==> src/rtl/core/matrix_multiply_row_range_macros.svh <==
// ----------------------------------------------------------------------------
// Assertion macros for the matrix multiply row range block
// Concurrent checks clocked on clk and disabled while rst_n is low.
// ----------------------------------------------------------------------------
`ifndef MATRIX_MULTIPLY_ROW_RANGE_MACROS_SVH
`define MATRIX_MULTIPLY_ROW_RANGE_MACROS_SVH

`ifndef NO_ASSERTIONS

`define MMRR_ASSERT(lbl, cond, msg) \
  lbl: assert property (@(posedge clk) disable iff (!rst_n) (cond)) else $error(msg);

`define MMRR_ASSERT_IMP(lbl, ante, cons, msg) \
  lbl: assert property (@(posedge clk) disable iff (!rst_n) (ante) |-> (cons)) \
    else $error(msg);

`else

`define MMRR_ASSERT(lbl, cond, msg)

`define MMRR_ASSERT_IMP(lbl, ante, cons, msg)

`endif

`endif

==> src/rtl/core/mmrr_pkg.sv <==
// ----------------------------------------------------------------------------
// Matrix multiply row range package
// Sizes, request codes, payload structs and the cell index helper.
// ----------------------------------------------------------------------------
package mmrr_pkg;

  localparam int DIM    = 16;
  localparam int CELLS  = DIM * DIM;
  localparam int ROW_W  = $clog2(DIM);
  localparam int IDX_W  = $clog2(CELLS);
  localparam int DATA_W = 32;

  localparam logic [2:0] REQ_WR_A = 3'd0;
  localparam logic [2:0] REQ_WR_B = 3'd1;
  localparam logic [2:0] REQ_WR_C = 3'd2;
  localparam logic [2:0] REQ_RUN  = 3'd3;
  localparam logic [2:0] REQ_RD_C = 3'd4;

  typedef struct packed {
    logic [2:0]               req_type;
    logic [3:0]               row;
    logic [3:0]               col;
    logic signed [DATA_W-1:0] value;
    logic [3:0]               first_row;
    logic [3:0]               last_row;
  } in_req_t;

  typedef struct packed {
    logic signed [DATA_W-1:0] read_value;
    logic                     run_done;
  } out_resp_t;

  typedef enum logic [1:0] {
    ST_IDLE,
    ST_READ,
    ST_RUN,
    ST_DRAIN
  } state_t;

  typedef struct packed {
    logic             v;
    logic             first;
    logic             last;
    logic [IDX_W-1:0] cidx;
  } mac_issue_t;

  typedef struct packed {
    logic                     en;
    logic [IDX_W-1:0]         addr;
    logic signed [DATA_W-1:0] data;
  } mac_wr_t;

  function automatic logic [IDX_W-1:0] cell_idx(input int unsigned r, input int unsigned c);
    int unsigned p;
    p = r * DIM + c;
    return p[IDX_W-1:0];
  endfunction

endpackage

==> src/rtl/core/mmrr_mac.sv <==
// ----------------------------------------------------------------------------
// Matrix multiply row range MAC pipeline
// Registers the product of one A and one B element, truncates it to Q16.16
// and adds it with saturation into the running sum of one C cell.
// ----------------------------------------------------------------------------
module mmrr_mac (
  input  logic                              clk,
  input  logic                              rst_n,
  input  mmrr_pkg::mac_issue_t              issue,
  input  logic signed [mmrr_pkg::DATA_W-1:0] a_q,
  input  logic signed [mmrr_pkg::DATA_W-1:0] b_q,
  input  logic signed [mmrr_pkg::DATA_W-1:0] c_q,
  output mmrr_pkg::mac_wr_t                 wr,
  output logic                              busy
);

  mmrr_pkg::mac_issue_t               p1_r;
  mmrr_pkg::mac_issue_t               p2_r;
  logic signed [2*mmrr_pkg::DATA_W-1:0] prod_r;
  logic signed [mmrr_pkg::DATA_W-1:0]   cinit_r;
  logic signed [mmrr_pkg::DATA_W-1:0]   acc_r;
  logic signed [mmrr_pkg::DATA_W-1:0]   acc_nxt;
  logic signed [mmrr_pkg::DATA_W-1:0]   base;
  logic signed [mmrr_pkg::DATA_W+16:0]  sum;

  always_ff @(posedge clk) begin
    if (!rst_n) begin
      p1_r <= '0;
      p2_r <= '0;
    end else begin
      p1_r <= issue;
      p2_r <= p1_r;
    end
  end

  always_ff @(posedge clk) begin
    prod_r  <= a_q * b_q;
    cinit_r <= c_q;
    if (p2_r.v) begin
      acc_r <= acc_nxt;
    end
  end

  always_comb begin
    base = p2_r.first ? cinit_r : acc_r;
    sum  = {{17{base[mmrr_pkg::DATA_W-1]}}, base}
         + {prod_r[2*mmrr_pkg::DATA_W-1], prod_r[2*mmrr_pkg::DATA_W-1:16]};
    if (sum[mmrr_pkg::DATA_W+16:mmrr_pkg::DATA_W-1] == '0 ||
        sum[mmrr_pkg::DATA_W+16:mmrr_pkg::DATA_W-1] == '1) begin
      acc_nxt = sum[mmrr_pkg::DATA_W-1:0];
    end else if (sum[mmrr_pkg::DATA_W+16]) begin
      acc_nxt = {1'b1, {(mmrr_pkg::DATA_W-1){1'b0}}};
    end else begin
      acc_nxt = {1'b0, {(mmrr_pkg::DATA_W-1){1'b1}}};
    end
  end

  assign wr.en   = p2_r.v && p2_r.last;
  assign wr.addr = p2_r.cidx;
  assign wr.data = acc_nxt;
  assign busy    = p1_r.v || p2_r.v;

endmodule
==> config.mk <==
export PLATFORM = sky130hd
export DESIGN_NAME = mmrr_mac
export DESIGN_NICKNAME = d
export VERILOG_FILES = /design/src/rtl/core/matrix_multiply_row_range_macros.svh /design/src/rtl/core/mmrr_pkg.sv /design/src/rtl/core/mmrr_mac.sv
export SDC_FILE = /design/constraint.sdc
export NUM_CORES = 2
export LEC_CHECK = 0
export BUFFER_PORTS_ARGS = -buffer_cell sky130_fd_sc_hd__buf_2
export CAP_MARGIN = 5
export CELL_PAD_IN_SITES_DETAIL_PLACEMENT = 1
export CELL_PAD_IN_SITES_GLOBAL_PLACEMENT = 2
export CORE_UTILIZATION = 43
export CTS_BUF_LIST = sky130_fd_sc_hd__clkbuf_4 sky130_fd_sc_hd__clkbuf_8 sky130_fd_sc_hd__clkbuf_16
export DETAILED_ROUTE_END_ITERATION = 8
export PLACE_DENSITY_LB_ADDON = 0.1
export SYNTH_ARGS = -nofsm -noshare
export SYNTH_HDL_FRONTEND = slang
export SYNTH_SLANG_ARGS = --single-unit
export TNS_END_PERCENT = 10
==> constraint.sdc <==
create_clock -name clk -period 12 [get_ports clk]
set_input_delay 1.8 -clock clk [delete_from_list [all_inputs] [get_ports clk]]
set_output_delay 1.8 -clock clk [all_outputs]
set_load 0.02 [all_outputs]
==> flow_metrics.tcl <==
set metrics [dict create \
    ys_ff_latch 134 \
    yosysUniqueCellTypes 66 \
    min_path_cells 1 \
    hold_class "reg2reg" \
    postRouteAntennaNets 0 \
    path_clk_slew_ns 0.06 \
    hold_viol 0 \
    wl_per_cell_um 22.74 \
    synth_edf_count 32 \
    grt_remaining_overflow 0 \
    r2r_setup_slack_ns 5.76 \
    status "complete, but fails checks" \
    period_share_pct 83.37 \
    synth_fp_nets 5827 \
    gp_congestion 0.8561 \
    finalSetupViolCount 0 \
    io_pins 151 \
    grt_setup_unrepaired "no" \
    r2r-start "p2_r[9]$_SDFF_PN0_" \
    dieArea_mm2 0.09915 \
    tightest_slew_ns 1.148 \
    initial_core_util_pct 43.46 \
    maxCapViolations 0 \
    via_count 29361 \
    seq_area_frac_synth_pct 7.134 \
    cts_resized 0 \
    die_y_um 314.9 \
    clockBufferDepth 2 \
    synth_top_area_cell "fa_1" \
    synth_top_area_share_pct 51.46 \
    area_growth_syn_to_layout_pct 5.371 \
    final_max_slew_viol_count 0 \
    r2r_cells 17 \
    arrival_ns 10.33 \
    end_kind "register" \
    postCtsHoldBufs 0 \
    track_usage_pct 27.47 \
    failed_checks "design-rule violations" \
    die_width_um 314.9 \
    critPathMaxFanout 26 \
    hold_start "p1_r[8]$_SDFF_PN0_" \
    cts-htree-levels 4 \
    clk_latency_ns 0.44 \
    critPathKind "in2reg" \
    first_global_vias 34418 \
    drt-pass1-iter-count 7 \
    cts_setup_buffers 0 \
    fp-row-count 114 \
    min_to "p2_r[8]$_SDFF_PN0_" \
    syn-cell-area_mm2 0.04209 \
    grt_pass1_wl_mm 205.4 \
    coreArea_mm2 0.09685 \
    min_period_ns 10.00 \
    synthCells 4408 \
    avgViaCountPerCell 5.173 \
    grt_start_max_net_pins 33 \
    synth-main-ff-cell "dfxtp_1" \
    worst_ep_required_time_ns 12.32 \
    slew_headroom_pct 22.85 \
    drc 44 \
    place_hpwl_mm 105.3 \
    drt_iter0_drc 1431 \
    grt_antenna_before_repair 8 \
    critPathLaunch "b_q[6]" \
    drive_above_1_share_pct 6.142 \
    synth.avg_cell_area_um2 9.549 \
    start_kind "input port" \
    port_buffers 150 \
    async_reset_ff_share_pct 0 \
    cts_tree "built" \
    fmax_ghz 0.09995 \
    cts_num_sinks 134 \
    cts_buffers 17 \
    synth_area_leaders "fa_1 51%, inv_1 8.7%, and2_1 8.0%" \
    r2r-end "acc_r[2]$_DFFE_PP_" \
    wl_mm 129.0 \
    ctsRootBufferMaster "clkbuf_16" \
    timing.setup.tns_ns 0 \
    yosysWarnings 0 \
    finalClockSkew_ns 0.01035 \
    nNetsFinal 5802 \
]
-- cell usage after synthesis (8+ instances only) --
cell type     n
a211oi_1      8
a21o_1       30
a21oi_1     104
a31oi_1      13
and2_1      535
buf_4        10
clkbuf_1    217
dfxtp_1     102
edfxtp_1     32
fa_1       1082
ha_1        228
inv_1       971
mux2_2       33
mux2i_1      29
nand2_1     542
nand2b_1     18
nand3_1      27
nand4_1      20
nor2_1       80
nor2b_1      14
nor3_1       15
o211ai_1     14
o21a_1       15
o21ai_0      58
o21bai_1     15
xnor2_1      63
xor2_1       37
-- registers in the layout (all words and copies together) (netlist names) --
register / flops
prod_r: 48
p1_r: 11
cinit_r: 32
acc_r: 32
wr: 8
p2_r: 3
-- per-stage QoR --
step                      util (%)  hold WS (ns)  std cells  cell area (um2)  worst slack [ns]
after floorplan                  -        0.4119       4408            42090             2.670
after global placement       45.22        0.4146       5640            43800             1.617
after detailed placement     45.22        0.4208       5640            43800             1.525
after CTS                    45.79        0.4363       5672            44350             1.973
after global routing         45.79        0.4438       5673            44350             1.534
final                        45.80        0.4349       5676            44360             1.995
-- kinds of logic after synthesis --
logic type | share of synthesized area (%)
AND/OR/NAND/NOR | 15.47
AO/OA/AOI/OAI | 4.539
adder cells (fa/ha/maj) | 58.23
XOR/XNOR | 2.081
buffers and inverters | 10.86
multiplexers | 1.679
flip-flops | 7.134
-- per-layer routing --
| metal | track usage [%] | wire [um] |
|---|---|---|
| met3 | 2.079 | 3878 |
| met2 | 49.59 | 66360 |
| met4 | 5.594 | 2887 |
| met5 | 0 | 26 |
| met1 | 36.06 | 55890 |
-- placed cells by master, fill, tap and decap left out, types with 32 or more instances in the layout --
| cell type | count |
|---|---|
| nor2_1 | 80 |
| and2_1 | 535 |
| a21oi_1 | 104 |
| nand2_1 | 542 |
| buf_4 | 37 |
| fa_1 | 1082 |
| buf_2 | 150 |
| ha_1 | 228 |
| o21ai_0 | 58 |
| mux2_2 | 33 |
| dfxtp_1 | 102 |
| xnor2_1 | 63 |
| inv_1 | 971 |
| xor2_1 | 37 |
| edfxtp_1 | 32 |
-- worst max-delay path, cell delays in order --
cell and delay [ns]:
buf_2 0.68, nand2_1 0.21, inv_1 0.13, fa_1 0.41, inv_1 0.24, fa_1 0.46, inv_1 0.21, fa_1 0.49
inv_1 0.09, fa_1 0.55, inv_1 0.59, fa_1 0.56, fa_1 0.57, fa_1 0.43, fa_1 0.47, ha_1 0.35
a21o_1 0.18, a21oi_1 0.19, nor4b_1 0.24, o21ai_0 0.18, a21boi_0 0.40, o21bai_1 0.17, a21oi_1 0.30, nor3b_1 0.08
a311o_1 0.28
-- layout make-up --
class	instances	area [um2]
Antenna cell	4	10.01
Clock buffer	18	432.9
Clock inverter	14	113.9
Fill cell	11061	52500
Inverter	972	3649
Multi-Input combinational cell	3071	34520
Sequential cell	134	3003
Tap cell	1276	1597
Timing Repair Buffer	187	1028
-- how the worst max path moves through the flow --
stage / end / slack, ns / cells after the start
after global placement: prod_r[58]$_DFF_P_ / 1.62 / 25
after global routing: prod_r[58]$_DFF_P_ / 1.53 / 25
after detailed placement: prod_r[58]$_DFF_P_ / 1.53 / 25
after floorplan: prod_r[58]$_DFF_P_ / 2.67 / 23
final: prod_r[58]$_DFF_P_ / 2.00 / 25
after CTS: prod_r[62]$_DFF_P_ / 1.97 / 25
Power is not shown: default switching activity piles up to over one toggle a cycle in this logic, so the estimate is an artifact.
